### src/design/mexp_pkg.sv
package mexp_pkg;

    // Width of every numeric field on the ports
    localparam int FIELD_W = 32;

    // Default operand width used inside the datapath
    localparam int DATA_WIDTH_DEF = 32;

    // Exponent offset for the Fermat inverse: modulus minus this
    localparam int FERMAT_OFFSET = 2;

    typedef enum logic {
        OP_POWER   = 1'b0,
        OP_INVERSE = 1'b1
    } t_opcode;

endpackage

### src/design/mexp_modmul.sv
// Bit-serial interleaved modular multiplier: r = a * b mod m.
// One bit of a per cycle, MSB first; b must already be below m.
module mexp_modmul
    import mexp_pkg::*;
#(
    parameter int DATA_WIDTH = DATA_WIDTH_DEF
) (
    input  logic                  i_clk,
    input  logic                  i_rst_n,
    input  logic                  i_start,
    input  logic [DATA_WIDTH-1:0] i_a,
    input  logic [DATA_WIDTH-1:0] i_b,
    input  logic [DATA_WIDTH-1:0] i_m,
    output logic                  o_done,
    output logic [DATA_WIDTH-1:0] o_r
);

    localparam int DW = DATA_WIDTH;
    localparam int RW = DATA_WIDTH + 2;
    localparam int CW = $clog2(DATA_WIDTH);

    typedef enum logic {
        MM_IDLE,
        MM_RUN
    } t_mm_state;

    t_mm_state       r_state;
    logic            r_done;
    logic [CW-1:0]   r_cnt;
    logic [DW-1:0]   r_a_sh;
    logic [DW-1:0]   r_b;
    logic [DW-1:0]   r_r;

    logic [RW-1:0]   n_sum;
    logic [RW-1:0]   n_m1;
    logic [RW-1:0]   n_m2;
    logic [RW-1:0]   n_red;

    // 2r + bit*b stays below 3m, so one subtract of m or 2m brings it back under m
    always_comb begin
        n_sum = {1'b0, r_r, 1'b0} + {2'b00, (r_a_sh[DW-1] ? r_b : '0)};
        n_m1  = {2'b00, i_m};
        n_m2  = {1'b0, i_m, 1'b0};
        if (n_sum >= n_m2) begin
            n_red = n_sum - n_m2;
        end else if (n_sum >= n_m1) begin
            n_red = n_sum - n_m1;
        end else begin
            n_red = n_sum;
        end
    end

    always_ff @(posedge i_clk) begin
        if (!i_rst_n) begin
            r_state <= MM_IDLE;
            r_done  <= 1'b0;
        end else begin
            r_done <= (r_state == MM_RUN) && (r_cnt == '0);
            case (r_state)
                MM_IDLE: begin
                    if (i_start) begin
                        r_a_sh  <= i_a;
                        r_b     <= i_b;
                        r_r     <= '0;
                        r_cnt   <= CW'(DW - 1);
                        r_state <= MM_RUN;
                    end
                end
                MM_RUN: begin
                    r_r    <= n_red[DW-1:0];
                    r_a_sh <= {r_a_sh[DW-2:0], 1'b0};
                    if (r_cnt == '0) begin
                        r_state <= MM_IDLE;
                    end else begin
                        r_cnt <= r_cnt - 1'b1;
                    end
                end
                default: begin
                    r_state <= MM_IDLE;
                end
            endcase
        end
    end

    assign o_done = r_done;
    assign o_r    = r_r;

    a_start_when_idle: assert property (@(posedge i_clk) disable iff (!i_rst_n)
        i_start |-> r_state == MM_IDLE)
        else $error("multiplier started while busy");

    a_done_reduced: assert property (@(posedge i_clk) disable iff (!i_rst_n)
        r_done |-> r_r < i_m)
        else $error("multiplier result not reduced");

    a_done_after_run: assert property (@(posedge i_clk) disable iff (!i_rst_n)
        r_done |-> $past(r_state) == MM_RUN)
        else $error("done without a run");

endmodule

### src/design/modular_exponentiation_unit.sv
// Modular exponentiation: result = base ^ exponent mod modulus.
// Input channel i_valid / o_stall carries opcode, base, exponent, modulus;
// an item is taken when i_valid is high and o_stall is low. Opcode 1 uses
// modulus - 2 as the exponent (Fermat inverse) and ignores the exponent field.
// Output channel o_valid / i_stall carries result and error; a result is taken
// when o_valid is high and i_stall is low, and holds steady while stalled.
// An unusable modulus (zero, or below two for an inverse) gives error 1 and
// result 0; a zero effective exponent gives 1 at once.
// One bit-serial modular multiplier does every product. A first pass reduces
// the base; then each exponent bit up to the top set bit passes once through
// ST_NEXT, a set bit adds a multiply, and every bit below the top one a square.
// Special cases (error or zero exponent) skip the multiplier and go straight to
// ST_DONE. The block leaves ST_DONE as it loads the output register, so o_stall
// falls in the same cycle that o_valid rises.
// o_stall is high while an item is at work. The output register lets the next
// item be taken while a result waits; a finished item waits for that register.
// Synchronous reset empties the block; no clearing pass is needed.
module modular_exponentiation_unit
    import mexp_pkg::*;
#(
    parameter int DATA_WIDTH = DATA_WIDTH_DEF
) (
    input  logic               i_clk,
    input  logic               i_rst_n,
    input  logic               i_valid,
    output logic               o_stall,
    input  logic               i_opcode,
    input  logic [FIELD_W-1:0] i_base,
    input  logic [FIELD_W-1:0] i_exponent,
    input  logic [FIELD_W-1:0] i_modulus,
    output logic               o_valid,
    input  logic               i_stall,
    output logic [FIELD_W-1:0] o_result,
    output logic               o_error
);

    localparam int DW = DATA_WIDTH;

    typedef enum logic [2:0] {
        ST_IDLE,
        ST_REDUCE,
        ST_NEXT,
        ST_MUL,
        ST_SQR,
        ST_DONE
    } t_state;

    t_state          r_state;
    logic [DW-1:0]   r_m;
    logic [DW-1:0]   r_exp;
    logic [DW-1:0]   r_acc;
    logic [DW-1:0]   r_b;
    logic            r_err;
    logic            r_mm_start;
    logic [DW-1:0]   r_mm_a;
    logic [DW-1:0]   r_mm_b;
    logic            r_out_valid;
    logic [DW-1:0]   r_out_result;
    logic            r_out_error;

    logic [DW-1:0]   n_m;
    logic [DW-1:0]   n_exp;
    logic [DW-1:0]   n_one;
    logic            n_err;
    logic            n_mm_start;
    logic            out_take;
    logic            out_load;
    logic            mm_done;
    logic [DW-1:0]   mm_r;

    always_comb begin
        n_m = i_modulus[DW-1:0];
        if (i_opcode == OP_INVERSE) begin
            n_err = n_m < DW'(FERMAT_OFFSET);
            n_exp = n_m - DW'(FERMAT_OFFSET);
        end else begin
            n_err = n_m == '0;
            n_exp = i_exponent[DW-1:0];
        end
        // 1 mod m, so the base reduction also works for a modulus of one
        n_one = (n_m == DW'(1)) ? '0 : DW'(1);
    end

    assign out_take = r_out_valid && !i_stall;
    assign out_load = (r_state == ST_DONE) && (!r_out_valid || !i_stall);
    assign o_stall  = r_state != ST_IDLE;

    assign n_mm_start = (r_state == ST_IDLE && i_valid && !n_err && n_exp != '0) ||
                        (r_state == ST_NEXT) ||
                        (r_state == ST_MUL && mm_done && r_exp[DW-1:1] != '0);

    mexp_modmul #(
        .DATA_WIDTH(DATA_WIDTH)
    ) u_modmul (
        .i_clk   (i_clk),
        .i_rst_n (i_rst_n),
        .i_start (r_mm_start),
        .i_a     (r_mm_a),
        .i_b     (r_mm_b),
        .i_m     (r_m),
        .o_done  (mm_done),
        .o_r     (mm_r)
    );

    always_ff @(posedge i_clk) begin
        if (!i_rst_n) begin
            r_state     <= ST_IDLE;
            r_mm_start  <= 1'b0;
            r_out_valid <= 1'b0;
        end else begin
            r_mm_start <= n_mm_start;
            if (out_load) begin
                r_out_valid <= 1'b1;
            end else if (out_take) begin
                r_out_valid <= 1'b0;
            end
            case (r_state)
                ST_IDLE: begin
                    if (i_valid) begin
                        r_m   <= n_m;
                        r_exp <= n_exp;
                        r_acc <= DW'(1);
                        r_err <= n_err;
                        if (n_err || n_exp == '0) begin
                            r_state <= ST_DONE;
                        end else begin
                            // first pass: base * (1 mod m) reduces the base
                            r_mm_a     <= i_base[DW-1:0];
                            r_mm_b     <= n_one;
                            r_state    <= ST_REDUCE;
                        end
                    end
                end
                ST_REDUCE: begin
                    if (mm_done) begin
                        r_b     <= mm_r;
                        r_state <= ST_NEXT;
                    end
                end
                ST_NEXT: begin
                    if (r_exp[0]) begin
                        r_mm_a  <= r_acc;
                        r_mm_b  <= r_b;
                        r_state <= ST_MUL;
                    end else begin
                        // clear low bit means a higher set bit remains
                        r_mm_a  <= r_b;
                        r_mm_b  <= r_b;
                        r_exp   <= r_exp >> 1;
                        r_state <= ST_SQR;
                    end
                end
                ST_MUL: begin
                    if (mm_done) begin
                        r_acc <= mm_r;
                        if (r_exp[DW-1:1] == '0) begin
                            r_state <= ST_DONE;
                        end else begin
                            r_mm_a     <= r_b;
                            r_mm_b     <= r_b;
                            r_exp      <= r_exp >> 1;
                            r_state    <= ST_SQR;
                        end
                    end
                end
                ST_SQR: begin
                    if (mm_done) begin
                        r_b     <= mm_r;
                        r_state <= ST_NEXT;
                    end
                end
                ST_DONE: begin
                    if (out_load) begin
                        r_out_result <= r_err ? '0 : r_acc;
                        r_out_error  <= r_err;
                        r_state      <= ST_IDLE;
                    end
                end
                default: begin
                    r_state <= ST_IDLE;
                end
            endcase
        end
    end

    assign o_valid  = r_out_valid;
    assign o_result = FIELD_W'(r_out_result);
    assign o_error  = r_out_error;

    a_done_expected: assert property (@(posedge i_clk) disable iff (!i_rst_n)
        mm_done |-> (r_state == ST_REDUCE || r_state == ST_MUL || r_state == ST_SQR))
        else $error("multiplier result arrived unexpectedly");

    a_error_zero: assert property (@(posedge i_clk) disable iff (!i_rst_n)
        (r_out_valid && r_out_error) |-> r_out_result == '0)
        else $error("error item with nonzero result");

    a_accept_leaves_idle: assert property (@(posedge i_clk) disable iff (!i_rst_n)
        (i_valid && !o_stall) |=> r_state != ST_IDLE)
        else $error("accepted item not started");

    a_start_in_work: assert property (@(posedge i_clk) disable iff (!i_rst_n)
        r_mm_start |-> (r_state == ST_REDUCE || r_state == ST_MUL || r_state == ST_SQR))
        else $error("multiplier started outside a wait state");

endmodule

### config.mk
export PLATFORM = sky130hd
export DESIGN_NAME = modular_exponentiation_unit
export DESIGN_NICKNAME = d
export VERILOG_FILES = /design/src/design/mexp_pkg.sv /design/src/design/mexp_modmul.sv /design/src/design/modular_exponentiation_unit.sv
export SDC_FILE = /design/constraint.sdc
export NUM_CORES = 1
export LEC_CHECK = 0
export BUFFER_PORTS_ARGS = -buffer_cell sky130_fd_sc_hd__clkbuf_2
export CAP_MARGIN = 20
export CORE_AREA = 10 10 152 224
export CTS_CLUSTER_SIZE = 24
export DETAILED_ROUTE_END_ITERATION = 7
export DIE_AREA = 0 0 162 234
export PLACE_DENSITY = 0.84
export SYNTH_ARGS = -nofsm -noshare
export SYNTH_HDL_FRONTEND = slang
export SYNTH_SLANG_ARGS = --single-unit
### constraint.sdc
create_clock -name i_clk -period 12.6 [get_ports i_clk]
set_clock_uncertainty 0.05 [all_clocks]
set_input_delay 1.89 -clock i_clk [delete_from_list [all_inputs] [get_ports i_clk]]
set_output_delay 1.89 -clock i_clk [all_outputs]
set_load 0.03 [all_outputs]
# After elaboration in Yosys (flattened, before gate mapping)
# Index checks and enable logic that the tools add are counted.
# totals
reg_bits	334
input_bits	101
# op_classes
addsub	5
magnitude_cmp	3
eq_ne	15
n_mux	43
bitwise	1
reduce_logical	38
# ops
operator	n
2-to-1 mux 32 bit	19
case mux 32 bit (3 select lines)	3
case mux 32 bit (2 select lines)	3
zero test 32 bit	2
subtractor 32 bit	2
adder 33 x 32 -> 34 bit	1
greater-or-equal comparator 34 x 32 -> 1 bit	1
greater-or-equal comparator 34 x 33 -> 1 bit	1
equality test 32 x 1 -> 1 bit (second input constant)	1
less-than comparator 32 x 2 -> 1 bit (second input constant)	1
nonzero test 32 bit	1
subtractor 32 x 2 -> 32 bit (second input constant)	1
zero test 31 bit	1
nonzero test 31 bit	1
2-to-1 mux 3 bit	6
case mux 3 bit (5 select lines)	1
AND reduction 3 bit	5
!= test 2 bit (second input constant)	7
AND reduction 6 bit	2
2-to-1 mux 5 bit	2
case mux 5 bit (2 select lines)	1
logical AND 1 bit	8
AND reduction 4 bit	2
2-to-1 mux 1 bit	7
16 further kinds	26

# Depth between registers and ports, before layout
# Gate-level depths: netlist of the first run.
# depth
word_depth	7
mapped_depth	25

# Hierarchy
# A second synthesis of the first run with hierarchy kept.
# hier_totals
hier_cells	1739
hier_area_um2	19502.5
# by_module_without_submodules
mod	instances	cells_each	area_per_inst_um2	seq_area_each_um2
modular_exponentiation_unit	1	742	10082.2	6886.6
mexp_modmul	1	997	9420.3	3072.9

# Worst setup path after synthesis of the first run
# Ideal clock, no wire load.
# synth_timing
kind	input-to-reg
startpoint	in i_modulus[1]
endpoint	reg r_mm_a[0] (enable)
arrival_time_ns	8.463
setup_slack_ns	3.522
stages	12
path_buffers	1
path_cell_list	inv_1 > ha_1 > or4b_1 > buf_2 > nor4_2 > nand3b_1 > nor4_1 > xor2_1 > mux2i_1 > nand4b_1 > nor3_2 > nor3_1
# synth_via
elab_chain_len	6
# synth_lines
item	line	rtl
from (decl)	modular_exponentiation_unit.sv:30	input logic [FIELD_W-1:0] i_modulus,
subtractor 32 x 2 -> 32 bit	modular_exponentiation_unit.sv:75	n_exp = n_m - DW'(FERMAT_OFFSET);
2-to-1 mux 32 bit	modular_exponentiation_unit.sv:73	if (i_opcode == OP_INVERSE) begin
zero test 32 bit	modular_exponentiation_unit.sv:124	if (n_err || n_exp == '0) begin
logical OR 1 bit (*)	modular_exponentiation_unit.sv:124	
!= test 2 bit (no source line) (*)	--	
AND reduction 6 bit (no source line) (*)	--	
to (signal assigned)	modular_exponentiation_unit.sv:128	r_mm_a <= i_base[DW-1:0];
to (signal assigned)	modular_exponentiation_unit.sv:142	r_mm_a <= r_acc;
to (signal assigned)	modular_exponentiation_unit.sv:147	r_mm_a <= r_b;
to (decl)	modular_exponentiation_unit.sv:55	logic [DW-1:0] r_mm_a;
# Every way passes the cells marked *; elsewhere a longest branch is shown, timed or not.
# A chain may end at the register's enable or synchronous reset.

# Worst setup path in the final report of the first run
# layout_timing
startpoint	reg u_modmul.r_a_sh[31]
endpoint	reg u_modmul.r_r[1], in the netlist u_modmul.o_r[1] (data pin)
# layout_via
elab_chain_len	6
# layout_lines
item	line	rtl
from (decl)	mexp_modmul.sv:30	logic [DW-1:0] r_a_sh;
from (signal assigned)	mexp_modmul.sv:62	r_a_sh <= i_a;
from (signal assigned)	mexp_modmul.sv:71	r_a_sh <= {r_a_sh[DW-2:0], 1'b0};
2-to-1 mux 32 bit (*)	mexp_modmul.sv:41	n_sum = {1'b0, r_r, 1'b0} + {2'b00, (r_a_sh[DW-1] ? r_b : '0)};
adder 33 x 32 -> 34 bit (*)	mexp_modmul.sv:41	
subtractor 32 bit or greater-or-equal comparator 34 x 32 -> 1 bit (tied branches)	mexp_modmul.sv:47, mexp_modmul.sv:46	
2-to-1 mux 32 bit	mexp_modmul.sv:46	end else if (n_sum >= n_m1) begin
2-to-1 mux 32 bit (*)	mexp_modmul.sv:44	if (n_sum >= n_m2) begin
case mux 32 bit (2 select lines) (*)	mexp_modmul.sv:59	case (r_state)
to (signal assigned)	mexp_modmul.sv:70	r_r <= n_red[DW-1:0];
to (decl)	mexp_modmul.sv:32	logic [DW-1:0] r_r;
# Marked as above.

==> results of run 1 <==
==> cell type report <==
type | count | area (sq um)
repair buffers | 156 | 851
well taps | 400 | 500
fillers | 2149 | 8720
clock inverters | 20 | 170
clock buffers | 34 | 766
flip-flops and latches | 334 | 9960
multi-input cells | 1274 | 8800
inverters | 77 | 289
==> flip-flops by register name (all words and copies together) (netlist names) <==
register and cells:
u_modmul.o_done 1, o_valid 1, r_m 32, u_modmul.o_r 32
r_mm_a 32, r_mm_start 1, r_mm_b 32, r_err 1
r_acc 32, u_modmul.r_state 1, u_modmul.r_b 32, r_exp 32
o_result 32, u_modmul.r_cnt 5, r_state 3, o_error 1
u_modmul.r_a_sh 32, r_b 32
==> cell usage after synthesis (all sizes together), types with 12 or more instances <==
| cell | instances |
|---|---|
| a21oi | 106 |
| nor3 | 36 |
| a31oi | 21 |
| xnor2 | 68 |
| xor2 | 32 |
| and2 | 65 |
| a211oi | 25 |
| mux2 | 32 |
| ha | 97 |
| edfxtp | 327 |
| a22o | 19 |
| nand2 | 145 |
| or3 | 15 |
| inv | 77 |
| nand3 | 25 |
| o211ai | 12 |
| and3 | 42 |
| nor2 | 103 |
| clkbuf | 67 |
| mux2i | 52 |
| o21ai | 116 |
| nor2b | 47 |
| o21a | 21 |
| nor4 | 21 |
| a21o | 33 |
==> path summary, 6_finish.rpt <==
path                            cells after the start                       endpoint
worst max-delay path                               21  u_modmul.o_r[1]$_SDFFCE_PN0P_
worst min-delay path                                0     u_modmul.r_b[22]$_DFFE_PP_
worst max register to register                     21  u_modmul.o_r[1]$_SDFFCE_PN0P_
worst min register to register                      0     u_modmul.r_b[22]$_DFFE_PP_
==> layer usage <==
metal / global-route usage (%) / vias up / share of wire (%)
met4: 9.66 / 0 / 3.5
li1: - / 6782 / -
met1: 29.5 / 6907 / 39
met2: 46.7 / 535 / 52
met5: 0 / - / 0
met3: 2.91 / 80 / 5.7
==> power groups by stage <==
stage	Sequential, mW	Combinational [mW]	Clock (mW)
after detailed placement	1.47	1.61	0
after global placement	1.46	1.59	0
after CTS	1.45	1.63	0.894
after global routing	1.46	1.81	0.935
after floorplan	1.46	1.19	0
final	1.45	1.66	0.885
==> logic make-up (layout without fill, tap and decap cells) <==
kind of cell / count (synthesis) / in the layout / synth area share (%)
AND/OR/NAND/NOR: 563 / 563 / 15.4
AO/OA/AOI/OAI: 427 / 427 / 14.2
flip-flops: 334 / 334 / 51.7
buffers and inverters: 151 / 287 / 3.00
adder cells (fa/ha/maj): 100 / 100 / 6.61
XOR/XNOR: 100 / 100 / 4.54
multiplexers: 84 / 84 / 4.57
==> worst register-to-register path, stage by stage, from the launching register on <==
cell      delay (ns)
edfxtp_1        0.90
and2_1          0.29
ha_1            0.25
o21ai_0         0.14
o21ai_0         0.29
o21a_1          0.26
a21oi_1         0.13
nor2b_1         0.12
o21ai_0         0.10
a221oi_1        0.57
ha_1            0.40
and3_1          0.29
and3_1          0.24
a311oi_1        0.37
a41oi_1         0.20
o21ai_1         0.25
nand3_1         0.16
a211oi_2        0.73
nand2_1         0.60
buf_8           0.33
mux2i_1         0.15
a211oi_1        0.26
==> flow_summary.json, run 1 <==
{
  "status": "finished, final reports clean",
  "final_cell_area_sq_mm": 0.0213,
  "period_share_pct": 57.3,
  "vdd_drop_max_mv": 0.165,
  "syn_inst": 1759,
  "power_frac_seq_pct": 36.3,
  "syn_area_sq_mm": 0.0193,
  "worstPathArrival_ns": 7.59,
  "synth_top_area_share_pct": 51.0,
  "start_util_pct": 64.1,
  "grt_setup_unrepaired": "false",
  "r2r_slack_ns": 5.38,
  "synth_cell_type_count": 74,
  "cp-end-kind": "register",
  "required_ns": 12.97,
  "post-place-cells": 2239,
  "io_pins": 136,
  "drtIter0Drc": 963,
  "final_cell_mix": "edfxtp_1, nand2_1, clkbuf_2, o21ai_0, a21oi_1",
  "dr_total_vias": 14300,
  "worst_path_most_repeated_cell": "o21ai_0",
  "wl_per_cell_um": 21.4,
  "clk_pin_slew_ns": 0.07,
  "dpl.hpwl_mm": 36.3,
  "powerDensity_mw_per_mm2": 187,
  "finalSetupViolations": 0,
  "switching_share_pct": 37.6,
  "r2r-start": "u_modmul.r_a_sh[31]$_DFFE_PP_",
  "instances_no_fill": 2295,
  "syn_to_final_growth_pct": 10.7,
  "start_kind": "register",
  "clock_path_buffers": 3,
  "slew-limit-headroom_pct": 32.2,
  "cts_tree": "built",
  "placed_cell_area_sq_mm": 0.0204,
  "synthFlopType": "edfxtp_1",
  "insertion_delay_ns": 0.59,
  "ant_nets": 0,
  "wirelength_mm": 49.0,
  "synth_top_area_cell": "edfxtp_1",
  "synth_edf_count": 327,
  "critPathKind": "reg -> reg",
  "worst-path-max-fanout": 32,
  "max_stage_delay_ns": 0.90,
  "ys_ff_latch": 334,
  "htreeDepth": 1,
  "cp_cell_sequence": "and2_1, ha_1, o21ai_0, o21ai_0, o21a_1, a21oi_1, nor2b_1, o21ai_0, a221oi_1, ha_1, and3_1, and3_1, a311oi_1, a41oi_1, o21ai_1, nand3_1, a211oi_2, nand2_1, buf_8, mux2i_1, a211oi_1",
  "synth-async-reset-ratio_pct": 0,
  "hp-start": "r_mm_b[22]$_SDFFCE_PP0P_",
  "root_buffer": "clkbuf_16",
  "crit_buf_inv": 1,
  "die_w_um": 162,
  "cts_hold_buf": 0,
  "post_cts_resized": 0,
  "worst_slew_pin_slew_ns": 1.02,
  "core-area_sq_mm": 0.0301,
  "period_needed_ns": 7.22,
  "tns_ns": 0,
  "drive_above_1_share_pct": 13.6,
  "final_common_cell": "edfxtp_1",
  "whs_ns": 0.369,
  "critPathSlowestCell": "edfxtp_1",
  "place.gp.congestion": 1.03,
  "post_drt_via_cell_ratio": 6.23,
  "grt_max_degree": 90,
  "grt_overflow": 0,
  "grt_pass1_vias": 14300,
  "finalPower_mw": 3.99,
  "dieArea_sq_mm": 0.0379,
  "comb_power_share_pct": 41.5,
  "pre_cts_ws_ns": 5.30,
  "cts_sinks": 334,
  "yosys_warnings": 0,
  "fmax_ghz": 0.138,
  "clkPwrFrac_pct": 22.2,
  "min_path_type": "reg -> reg",
  "p_leak_nw": 8.36,
  "synth_area_leaders": "edfxtp_1, ha_1, xnor2_1",
  "syn_nets": 1960,
  "drc": 0,
  "io_buffer_count": 135,
  "crit_start": "u_modmul.r_a_sh[31]$_DFFE_PP_",
  "diodes": 0,
  "intPower_mw": 2.49,
  "antenna_found_initial": 0,
  "p_sw_mw": 1.50,
  "die_y_um": 234,
  "cpLargestDelayFamily": "compound AO/OA/AOI/OAI gates",
  "final_nets": 2074,
  "postSynthAreaPerCell_sq_um": 11.0,
  "grt_pass1_wl_mm": 77.1,
  "cts_buffers": 30,
  "final_max_slew_viol_count": 0,
  "ys_seq_area_share_pct": 51.7,
  "grt_usage_pct": 25.3,
  "cap_violations": 0,
  "rows": 78,
  "hold_viol": 0,
  "firstDrtPassIters": 6,
  "finalCoreUtilization_pct": 71.0,
  "setup_ws_ns": 5.38,
  "post-cts-setup-buffers": 0
}
(Power assumes the default switching activity.)
==> inputs of run 2 (changes only) <==
--- a/config.mk
+++ b/config.mk
@@ -7,11 +7,11 @@
 export LEC_CHECK = 0
 export BUFFER_PORTS_ARGS = -buffer_cell sky130_fd_sc_hd__clkbuf_2
 export CAP_MARGIN = 20
-export CORE_AREA = 10 10 152 224
+export CORE_AREA = 10 10 164 243
 export CTS_CLUSTER_SIZE = 24
 export DETAILED_ROUTE_END_ITERATION = 7
-export DIE_AREA = 0 0 162 234
-export PLACE_DENSITY = 0.84
+export DIE_AREA = 0 0 174 253
+export PLACE_DENSITY = 0.76
 export SYNTH_ARGS = -nofsm -noshare
 export SYNTH_HDL_FRONTEND = slang
 export SYNTH_SLANG_ARGS = --single-unit
==> constraint.sdc (replaced) <==
create_clock -name i_clk -period 5.82 [get_ports i_clk]
set_clock_uncertainty 0.05 [all_clocks]
set_input_delay 0.873 -clock i_clk [delete_from_list [all_inputs] [get_ports i_clk]]
set_output_delay 0.873 -clock i_clk [all_outputs]
set_load 0.03 [all_outputs]
==> flow_summary.json, run 2 (synthesis results as in run 1) <==
{
  "status": "finished, final reports clean",
  "final_nets": 2179,
  "ant_nets": 0,
  "whs_ns": 0.365,
  "worst-path-max-fanout": 10,
  "syn_to_final_growth_pct": 17.7,
  "die_w_um": 174,
  "met2_usage_pct": 37.4,
  "grt_pass1_vias": 14800,
  "cpLargestDelayFamily": "compound AO/OA/AOI/OAI gates",
  "grt_pass1_wl_mm": 76.4,
  "antenna_found_initial": 0,
  "drtIter0Drc": 1077,
  "insertion_delay_ns": 0.58,
  "grt_util_met1_pct": 24.6,
  "cp_cell_sequence": "buf_6, buf_4, and2_1, ha_1, a21o_1, a2111oi_1, nand3_2, buf_4, a31o_2, a21o_1, xor2_2, ha_1, buf_4, o21ai_0, nor2_1, o31ai_1, a41oi_2, o21ai_2, nand3_2, a211o_4, nor2_4, clkdlybuf4s15_2, nor2_1, o311a_1",
  "clock_path_buffers": 3,
  "post-place-cells": 2413,
  "critPathSlowestCell": "a2111oi_1",
  "powerDensity_mw_per_mm2": 413,
  "instances_no_fill": 2481,
  "comb_power_share_pct": 43.8,
  "grt_overflow": 0,
  "root_buffer": "clkbuf_16",
  "max_stage_delay_ns": 0.54,
  "grt_max_degree": 91,
  "drive_above_1_share_pct": 20.9,
  "grt.met3_usage_pct": 2.68,
  "intPower_mw": 5.94,
  "pre_cts_ws_ns": 0.0246,
  "cts_sinks": 334,
  "final_common_cell": "edfxtp_1",
  "start_util_pct": 54.3,
  "dpl.hpwl_mm": 37.0,
  "dieArea_sq_mm": 0.0440,
  "place.gp.congestion": 0.990,
  "hold_viol": 0,
  "required_ns": 6.10,
  "crit_buf_inv": 5,
  "firstDrtPassIters": 5,
  "power_frac_seq_pct": 33.3,
  "worstPathArrival_ns": 5.98,
  "io_pins": 136,
  "period_needed_ns": 5.69,
  "io_buffer_count": 135,
  "period_share_pct": 97.8,
  "grt_usage_pct": 21.2,
  "placed_cell_area_sq_mm": 0.0212,
  "cts_hold_buf": 0,
  "critPathKind": "reg -> reg",
  "n_fill_cell": 2804,
  "p_sw_mw": 3.43,
  "post_drt_via_cell_ratio": 5.86,
  "cts_tree": "built",
  "core-area_sq_mm": 0.0355,
  "clkPwrFrac_pct": 22.8,
  "worst_slew_pin_slew_ns": 0.951,
  "cp-end-kind": "register",
  "finalPower_mw": 9.37,
  "cts_buffers": 31,
  "wirelength_mm": 48.8,
  "fmax_ghz": 0.176,
  "switching_share_pct": 36.6,
  "final_cell_mix": "edfxtp_1, nand2_1, clkbuf_2, buf_4, o21ai_0",
  "final_max_slew_viol_count": 0,
  "drc": 0,
  "wl_per_cell_um": 19.7,
  "slew-limit-headroom_pct": 36.6,
  "start_kind": "register",
  "htreeDepth": 1,
  "final_cell_area_sq_mm": 0.0227,
  "p_leak_nw": 9.02,
  "worst_path_most_repeated_cell": "buf_4",
  "top_usage_layer": "met2",
  "rows": 85,
  "dr_total_vias": 14500,
  "finalSetupViolations": 0,
  "clk_pin_slew_ns": 0.07,
  "cap_violations": 0,
  "vdd_drop_max_mv": 0.252,
  "die_y_um": 253,
  "min_path_type": "reg -> reg",
  "setup_ws_ns": 0.129
}
## run 2: worst register-to-register path, delay by kind of cell (launching register included)
family	cells	cell delay, ns
XOR/XNOR	1	0.21
adder cells (fa/ha/maj)	2	0.49
buffers and inverters	5	0.94
AND/OR/NAND/NOR	6	0.77
flip-flops	1	0.39
AO/OA/AOI/OAI	10	2.60
## run 2: cell type report
| class | count | area, sq um | area share (%) |
|---|---|---|---|
| Sequential cell | 334 | 9960 | 43.9 |
| Multi-Input combinational cell | 1274 | 9060 | 39.9 |
| Timing Repair Buffer | 260 | 1710 | 7.52 |
| Clock buffer | 32 | 779 | 3.44 |
| Tap cell | 478 | 598 | 2.64 |
| Clock inverter | 25 | 292 | 1.29 |
| Inverter | 77 | 289 | 1.27 |
| Antenna cell | 1 | 2.50 | 0.0110 |
## run 2: per-stage QoR
| step | setup TNS (ns) | util (%) |
|---|---|---|
| 5_1_grt | -1.99 | 63.9 |
| 3_5_place_dp | 0 | 59.8 |
| 2_1_floorplan | 0 | - |
| 6_report | 0 | 63.9 |
| 3_3_place_gp | 0 | 59.8 |
| 4_1_cts | 0 | 62.8 |
## run 2: path summary, 6_finish.rpt
check	startpoint	to	slack [ns]	cells past startpoint
setup reg to reg	u_modmul.r_a_sh[31]$_DFFE_PP_	u_modmul.o_r[13]$_SDFFCE_PN0P_	0.13	24
setup / recovery	u_modmul.r_a_sh[31]$_DFFE_PP_	u_modmul.o_r[13]$_SDFFCE_PN0P_	0.13	24
hold reg to reg	r_mm_b[17]$_SDFFCE_PP0P_	u_modmul.r_b[17]$_DFFE_PP_	0.36	0
hold / removal	r_mm_b[17]$_SDFFCE_PP0P_	u_modmul.r_b[17]$_DFFE_PP_	0.36	0
## run 2: timing repair
action,CTS,global route
cloned,0,2
setup buffers,0,6
hold endpoints to repair,0,0
pin swaps,0,24
gates resized for setup,1,61
setup endpoints to repair,1,32
## run 2: layer usage
metal / up-vias / routed length (um)
li1: 6998 / -
met1: 6892 / 19500
met2: 498 / 24500
met3: 143 / 2310
met4: 0 / 2510
met5: - / 0
## run 2: power by group through the flow
stage	Sequential (mW)	Combinational, mW	Clock [mW]
after global placement	3.16	3.76	0
after CTS	3.12	3.85	2.16
after floorplan	3.15	2.58	0
final	3.12	4.11	2.14
after global routing	3.15	4.46	2.27
after detailed placement	3.17	3.82	0
